$ cat src/rtl/sms_pkg.sv
package sms_pkg;

  localparam int unsigned DIM_MAX = 8;
  localparam int unsigned DEPTH   = DIM_MAX * DIM_MAX;
  localparam int unsigned ADDR_W  = $clog2(DEPTH);
  localparam int unsigned CNT_W   = ADDR_W + 1;
  localparam int unsigned DATA_W  = 32;
  localparam int unsigned DIM_W   = 4;
  localparam int unsigned IDX_W   = 3;

  // Register indexes of the configuration port
  localparam logic REG_ROW_COUNT = 1'b0;
  localparam logic REG_COL_COUNT = 1'b1;

  // Clamped matrix dimensions handed to the sequencer
  typedef struct packed {
    logic [DIM_W-1:0] rows;
    logic [DIM_W-1:0] cols;
    logic [CNT_W-1:0] total;
  } dim_t;

  typedef enum logic [7:0] {
    ST_LOAD   = 8'b0000_0001,
    ST_KEY    = 8'b0000_0010,
    ST_KEYW   = 8'b0000_0100,
    ST_SCAN   = 8'b0000_1000,
    ST_DRAIN  = 8'b0001_0000,
    ST_EMRD   = 8'b0010_0000,
    ST_EMLD   = 8'b0100_0000,
    ST_EMWAIT = 8'b1000_0000
  } state_e;

endpackage

$ cat src/rtl/sms_ram.sv
module sms_ram #(
  parameter int unsigned WIDTH = 32,
  parameter int unsigned DEPTH = 64
) (
  input  logic                     clk_i,
  input  logic                     we_i,
  input  logic [$clog2(DEPTH)-1:0] waddr_i,
  input  logic [WIDTH-1:0]         wdata_i,
  input  logic [$clog2(DEPTH)-1:0] raddr_i,
  output logic [WIDTH-1:0]         rdata_o
);

  logic [WIDTH-1:0] mem_q [DEPTH];

  always_ff @(posedge clk_i) begin
    if (we_i) begin
      mem_q[waddr_i] <= wdata_i;
    end
    rdata_o <= mem_q[raddr_i];
  end

endmodule

$ cat src/rtl/sms_cmp.sv
module sms_cmp (
  input  logic signed [sms_pkg::DATA_W-1:0] cand_i,
  input  logic [sms_pkg::ADDR_W-1:0]        cand_idx_i,
  input  logic signed [sms_pkg::DATA_W-1:0] key_i,
  input  logic [sms_pkg::ADDR_W-1:0]        key_idx_i,
  output logic                              less_o
);
  import sms_pkg::*;

  // Strict order: equal values break ties on store index, so ranks form a permutation
  assign less_o = (cand_i < key_i) || ((cand_i == key_i) && (cand_idx_i < key_idx_i));

endmodule

$ cat src/rtl/sms_seq.sv
module sms_seq (
  input  logic                              clk_i,
  input  logic                              rst_ni,
  input  sms_pkg::dim_t                     dim_i,
  input  logic                              in_valid_i,
  output logic                              in_ready_o,
  input  logic signed [sms_pkg::DATA_W-1:0] element_value_i,
  output logic                              out_valid_o,
  input  logic                              out_ready_i,
  output logic [sms_pkg::IDX_W-1:0]         out_row_o,
  output logic [sms_pkg::IDX_W-1:0]         out_col_o,
  output logic signed [sms_pkg::DATA_W-1:0] out_value_o,
  output logic                              run_last_o
);
  import sms_pkg::*;

  state_e              state_q, state_d;
  logic [CNT_W-1:0]    load_cnt_q, load_cnt_d;
  logic [CNT_W-1:0]    n_q, n_d;
  logic [ADDR_W-1:0]   i_q, i_d;
  logic [ADDR_W-1:0]   j_q, j_d;
  logic                cmp_vld_q, cmp_vld_d;
  logic [ADDR_W-1:0]   cmp_idx_q, cmp_idx_d;
  logic [DATA_W-1:0]   key_q, key_d;
  logic [ADDR_W-1:0]   rank_q, rank_d;
  logic [IDX_W-1:0]    r_q, r_d;
  logic [IDX_W-1:0]    c_q, c_d;
  logic [ADDR_W-1:0]   base_q, base_d;
  logic                out_valid_q, out_valid_d;
  logic [IDX_W-1:0]    out_row_q, out_row_d;
  logic [IDX_W-1:0]    out_col_q, out_col_d;
  logic [DATA_W-1:0]   out_value_q, out_value_d;
  logic                out_last_q, out_last_d;

  logic                in_fire;
  logic [CNT_W-1:0]    cnt_inc;
  logic [CNT_W-1:0]    n_m1;
  logic                less;
  logic [ADDR_W-1:0]   rank_fin;
  logic [DATA_W-1:0]   elem_rdata;
  logic [DATA_W-1:0]   sort_rdata;
  logic [ADDR_W-1:0]   elem_raddr;
  logic [IDX_W-1:0]    col_last;
  logic [IDX_W-1:0]    row_last;
  logic [IDX_W-1:0]    col_off;
  logic [ADDR_W-1:0]   src_addr;

  assign in_ready_o = (state_q == ST_LOAD);
  assign in_fire    = in_valid_i && in_ready_o;
  assign cnt_inc    = load_cnt_q + CNT_W'(1);
  assign n_m1       = n_q - CNT_W'(1);
  assign rank_fin   = rank_q + ADDR_W'(less);
  assign elem_raddr = (state_q == ST_KEY) ? i_q : j_q;

  assign col_last = IDX_W'(dim_i.cols - DIM_W'(1));
  assign row_last = IDX_W'(dim_i.rows - DIM_W'(1));
  // Odd rows run right to left
  assign col_off  = r_q[0] ? (col_last - c_q) : c_q;
  assign src_addr = base_q + ADDR_W'(col_off);

  sms_ram #(
    .WIDTH (DATA_W),
    .DEPTH (DEPTH)
  ) u_elem_ram (
    .clk_i   (clk_i),
    .we_i    (in_fire),
    .waddr_i (load_cnt_q[ADDR_W-1:0]),
    .wdata_i (element_value_i),
    .raddr_i (elem_raddr),
    .rdata_o (elem_rdata)
  );

  sms_ram #(
    .WIDTH (DATA_W),
    .DEPTH (DEPTH)
  ) u_sort_ram (
    .clk_i   (clk_i),
    .we_i    (state_q == ST_DRAIN),
    .waddr_i (rank_fin),
    .wdata_i (key_q),
    .raddr_i (src_addr),
    .rdata_o (sort_rdata)
  );

  sms_cmp u_cmp (
    .cand_i     (elem_rdata),
    .cand_idx_i (cmp_idx_q),
    .key_i      (key_q),
    .key_idx_i  (i_q),
    .less_o     (less)
  );

  always_comb begin
    state_d     = state_q;
    load_cnt_d  = load_cnt_q;
    n_d         = n_q;
    i_d         = i_q;
    j_d         = j_q;
    cmp_vld_d   = cmp_vld_q;
    cmp_idx_d   = cmp_idx_q;
    key_d       = key_q;
    rank_d      = rank_q;
    r_d         = r_q;
    c_d         = c_q;
    base_d      = base_q;
    out_valid_d = out_valid_q;
    out_row_d   = out_row_q;
    out_col_d   = out_col_q;
    out_value_d = out_value_q;
    out_last_d  = out_last_q;

    case (state_q)
      ST_LOAD: begin
        if (in_fire) begin
          if (cnt_inc >= dim_i.total) begin
            load_cnt_d = '0;
            n_d        = dim_i.total;
            i_d        = '0;
            state_d    = ST_KEY;
          end else begin
            load_cnt_d = cnt_inc;
          end
        end
      end
      ST_KEY: begin
        state_d = ST_KEYW;
      end
      ST_KEYW: begin
        key_d     = elem_rdata;
        j_d       = '0;
        rank_d    = '0;
        cmp_vld_d = 1'b0;
        state_d   = ST_SCAN;
      end
      ST_SCAN: begin
        cmp_vld_d = 1'b1;
        cmp_idx_d = j_q;
        if (cmp_vld_q) begin
          rank_d = rank_fin;
        end
        if (CNT_W'(j_q) == n_m1) begin
          state_d = ST_DRAIN;
        end else begin
          j_d = j_q + ADDR_W'(1);
        end
      end
      ST_DRAIN: begin
        cmp_vld_d = 1'b0;
        if (CNT_W'(i_q) == n_m1) begin
          r_d     = '0;
          c_d     = '0;
          base_d  = '0;
          state_d = ST_EMRD;
        end else begin
          i_d     = i_q + ADDR_W'(1);
          state_d = ST_KEY;
        end
      end
      ST_EMRD: begin
        state_d = ST_EMLD;
      end
      ST_EMLD: begin
        out_valid_d = 1'b1;
        out_row_d   = r_q;
        out_col_d   = c_q;
        out_value_d = sort_rdata;
        out_last_d  = (r_q == row_last) && (c_q == col_last);
        state_d     = ST_EMWAIT;
      end
      ST_EMWAIT: begin
        if (out_ready_i) begin
          out_valid_d = 1'b0;
          if (out_last_q) begin
            state_d = ST_LOAD;
          end else begin
            if (c_q == col_last) begin
              c_d    = '0;
              r_d    = r_q + IDX_W'(1);
              base_d = base_q + ADDR_W'(dim_i.cols);
            end else begin
              c_d = c_q + IDX_W'(1);
            end
            state_d = ST_EMRD;
          end
        end
      end
      default: begin
        state_d = ST_LOAD;
      end
    endcase
  end

  always_ff @(posedge clk_i or negedge rst_ni) begin
    if (!rst_ni) begin
      state_q     <= ST_LOAD;
      load_cnt_q  <= '0;
      n_q         <= '0;
      i_q         <= '0;
      j_q         <= '0;
      cmp_vld_q   <= 1'b0;
      rank_q      <= '0;
      r_q         <= '0;
      c_q         <= '0;
      base_q      <= '0;
      out_valid_q <= 1'b0;
      out_last_q  <= 1'b0;
    end else begin
      state_q     <= state_d;
      load_cnt_q  <= load_cnt_d;
      n_q         <= n_d;
      i_q         <= i_d;
      j_q         <= j_d;
      cmp_vld_q   <= cmp_vld_d;
      rank_q      <= rank_d;
      r_q         <= r_d;
      c_q         <= c_d;
      base_q      <= base_d;
      out_valid_q <= out_valid_d;
      out_last_q  <= out_last_d;
    end
  end

  always_ff @(posedge clk_i) begin
    cmp_idx_q   <= cmp_idx_d;
    key_q       <= key_d;
    out_row_q   <= out_row_d;
    out_col_q   <= out_col_d;
    out_value_q <= out_value_d;
  end

  assign out_valid_o = out_valid_q;
  assign out_row_o   = out_row_q;
  assign out_col_o   = out_col_q;
  assign out_value_o = out_value_q;
  assign run_last_o  = out_last_q;

endmodule

$ cat config.mk
export PLATFORM = sky130hd
export DESIGN_NAME = sms_seq
export DESIGN_NICKNAME = d
export VERILOG_FILES = /design/src/rtl/sms_pkg.sv /design/src/rtl/sms_ram.sv /design/src/rtl/sms_cmp.sv /design/src/rtl/sms_seq.sv
export SDC_FILE = /design/constraint.sdc
export NUM_CORES = 2
export LEC_CHECK = 0
export ABC_CLOCK_PERIOD_IN_PS = 12890
export BUFFER_PORTS_ARGS = -buffer_cell sky130_fd_sc_hd__buf_2
export CORE_UTILIZATION = 50
export DETAILED_ROUTE_END_ITERATION = 6
export PLACE_DENSITY_LB_ADDON = 0.12
export SLEW_MARGIN = 20
export SYNTH_ARGS = -nofsm -noshare
export SYNTH_HDL_FRONTEND = slang
export SYNTH_SLANG_ARGS = --single-unit
$ cat constraint.sdc
create_clock -name clk_i -period 12.89 [get_ports clk_i]
set_clock_uncertainty 0.1 [all_clocks]
set_input_delay 1.289 -clock clk_i [delete_from_list [all_inputs] [get_ports clk_i]]
set_output_delay 1.289 -clock clk_i [all_outputs]
set_load 0.02 [all_outputs]
==> impl_metrics.env <==
export IMPL_fin_crit_sh_pct=50.3
export IMPL_synth_distinct_cells=74
export IMPL_crit_top_cell="ha_1"
export IMPL_fin_area_um2=189000
export IMPL_grt_max_degree=177
export IMPL_yosys_warnings=0
export IMPL_cts_resized=0
export IMPL_hold_violations=0
export IMPL_ant_nets=0
export IMPL_postSynthAreaPerCell_um2=18.4
export IMPL_cts_root_buf="clkbuf_16"
export IMPL_slowest_stage="buf_4"
export IMPL_yosysTopAreaCell="edfxtp_1"
export IMPL_ys_seq_area_share_pct=76.4
export IMPL_grt_pass1_vias=88700
export IMPL_core_rowCount=212
export IMPL_crit_chain="buf_4 > inv_1 > ha_1 > a211o_1 > o211ai_1 > a21oi_1 > a2111oi_0 > a21oi_1 > or4_1 > o211ai_1 > ha_1 > ha_1 > nand3_1 > xor2_1 > and2_1 > nand2_1 > nor2_4 > buf_4"
export IMPL_tightest_slew_ps=1220
export IMPL_start_util_pct=50.3
export IMPL_antenna_found_initial=27
export IMPL_overflow=0
export IMPL_vias=89600
export IMPL_synthFlopType="edfxtp_1"
export IMPL_synth_most_common_cell="edfxtp_1"
export IMPL_grt_util_met1_pct=36.1
export IMPL_viasPerCell=6.36
export IMPL_synth_seq_cells=4291
export IMPL_synthCells=9114
export IMPL_fillers=25100
export IMPL_grt_pass1_wl_mm=653
export IMPL_io_pins=92
export IMPL_finalMaxSlewViolations=0
export IMPL_yosysTopAreaCellShare_pct=74.8
export IMPL_die_area_um2=337000
export IMPL_cts_max_level=5
export IMPL_nNetsFinal=9454
export IMPL_place_ws_ps=6080
export IMPL_clock_sinks=4291
export IMPL_whs_ps=310
export IMPL_setup_viol=0
export IMPL_async_reset_ff_share_pct=1.28
export IMPL_drt_first_pass_iters=7
export IMPL_place_gp_congestion=0.825
export IMPL_hpwl_mm=247
export IMPL_grt_met3_usage_pct=3.16
export IMPL_numCtsBuffers=437
export IMPL_hold_buffers=0
export IMPL_max_clock_path_buffers=4
export IMPL_fin_setup_tns_ps=0
export IMPL_cts_tree="done"
export IMPL_clock_latency_ps=980
export IMPL_yosys_area_share_simple_pct=4.52
export IMPL_synth_top_family_by_area="multiplexers"
export IMPL_synth_xor_area_share_pct=0.262
export IMPL_gr_max_usage_layer="met2"
export IMPL_power_density_nw_per_um2=163
export IMPL_hp_class="reg2reg"
export IMPL_area_growth_pct=12.6
export IMPL_finalCriticalPeriod_ps=6480
export IMPL_finalWorstSetupSlack_ps=6410
export IMPL_fin_util_pct=56.6
export IMPL_power_leakage_nw=61.5
export IMPL_relSlewSlack_pct=18.5
export IMPL_cts_setup_buffers=0
export IMPL_ys_top_cells_by_area="edfxtp_1 (75%), mux4_2 (9.0%), nand2_1 (1.4%), mux2i_1 (1.3%), o21ai_0 (1.3%)"
export IMPL_dpl_instance_area_um2=175000
export IMPL_core_area_um2=333000
export IMPL_crit_required_ps=13380
export IMPL_cp_max_fo=65
export IMPL_die_w_um=581
export IMPL_wl_mm=464
export IMPL_maxCapViolations=0
export IMPL_status="finished, final reports clean"
export IMPL_synth_fa_ha_area_share_pct=0.506
export IMPL_critPathLaunchType="register"
export IMPL_grt_use_met2_pct=45.3
export IMPL_critPathKind="reg2reg"
export IMPL_end_kind="register"
export IMPL_synth_compound_area_share_pct=6.16
export IMPL_yosys_mux_area_fraction_pct=10.5
export IMPL_vdd_drop_max_mv=0.143
export IMPL_clk_pin_slew_ps=60
export IMPL_fmax_mhz=154
export IMPL_worstPathArrival_ps=6970
export IMPL_io_buffers=90
export IMPL_drive_gt1_share_pct=19.7
export IMPL_max_stage_delay_ps=630
export IMPL_path_buf_inv=3
export IMPL_die_h_um=581
export IMPL_track_usage_pct=27.1
export IMPL_syn_num_nets=9231
export IMPL_drc=0
export IMPL_drt_iter0_markers=10300
export IMPL_rsz0062_at_grt="false"
export IMPL_cpLargestDelayFamily="simple AND/OR/NAND/NOR gates"
export IMPL_synth_commonest_cells="edfxtp_1 (4172), mux4_2 (672), nand2_1 (636)"
export IMPL_wl_per_cell_um=32.9
export IMPL_synth_area_um2=168000
export IMPL_synth_edf_count=4172
[logic make-up after synthesis]
| family | Yosys count |
|---|---|
| AO/OA/AOI/OAI | 1500 |
| XOR/XNOR | 47 |
| adder cells (fa/ha/maj) | 66 |
| buffers and inverters | 687 |
| flip-flops | 4291 |
| multiplexers | 916 |
| AND/OR/NAND/NOR | 1607 |
[path summary, 6_finish.rpt]
check	startpoint	end	slack [ps]	cells past startpoint
worst max-delay path	key_q[17]	u_sort_ram.mem_q[37][14]	6410	18
max in group asynchronous	rst_ni	state_q[2]	11830	2
worst min register to register	u_sort_ram.rdata_o[17]	out_value_o[17]	310	0
worst max register to register	key_q[17]	u_sort_ram.mem_q[37][14]	6410	18
min in group asynchronous	rst_ni	n_q[3]	360	2
worst min-delay path	u_sort_ram.rdata_o[17]	out_value_o[17]	310	0
[flip-flops by register name, summed over array words and instances, names as in the netlist, 7 cells and up]
| register | flops |
|---|---|
| u_elem_ram.rdata_o | 32 |
| u_sort_ram.mem_q | 2048 |
| state_q | 8 |
| n_q | 7 |
| out_value_o | 32 |
| u_elem_ram.mem_q | 2048 |
| load_cnt_q | 7 |
| u_sort_ram.rdata_o | 32 |
| key_q | 32 |
[final cells by class]
| class | count | area [um2] | share of cell area [%] |
|---|---|---|---|
| well taps | 4387 | 5490 | 2.91 |
| diodes | 11 | 27.5 | 0.0146 |
| multi-input cells | 4136 | 38000 | 20.1 |
| flip-flops and latches | 4291 | 128000 | 67.8 |
| clock inverters | 271 | 2450 | 1.30 |
| clock buffers | 533 | 11500 | 6.12 |
| inverters | 72 | 270 | 0.143 |
| repair buffers | 399 | 2970 | 1.58 |
[stage by stage]
step                      power (mW)  instances
after floorplan                 17.6       9114
after global placement          18.6      13300
after detailed placement        18.7      13300
after CTS                       30.9      14100
after global routing            31.6      14100
final                           30.7      14100
[power breakdown]
part           leakage (nW)  internal, mW  switching, mW  total (mW)
clock network          6.84          7.05           5.31        12.4
logic                  15.9         0.991           1.79        2.78
registers              38.8          15.5          0.160        15.6
[cells in the final DEF (no fill, tap or decap), types with 103 or more instances in the layout]
master,instances
a21boi_0,128
nand3_1,409
clkinv_1,107
mux2i_1,209
o2111ai_1,103
clkbuf_16,443
and3_1,225
mux4_2,672
a21o_1,217
o21ai_0,419
nand2_1,636
buf_4,292
nor2_4,130
a31oi_1,131
edfxtp_1,4172
a32oi_1,157
[routing by layer]
layer  share of wire (%)  up-vias
met3                 7.1      787
met4                 5.0        0
met2                  49     4016
li1                    -    37600
met1                  39    47300
met5                   0        -
Note: power is estimated with default switching activity, not from simulation.
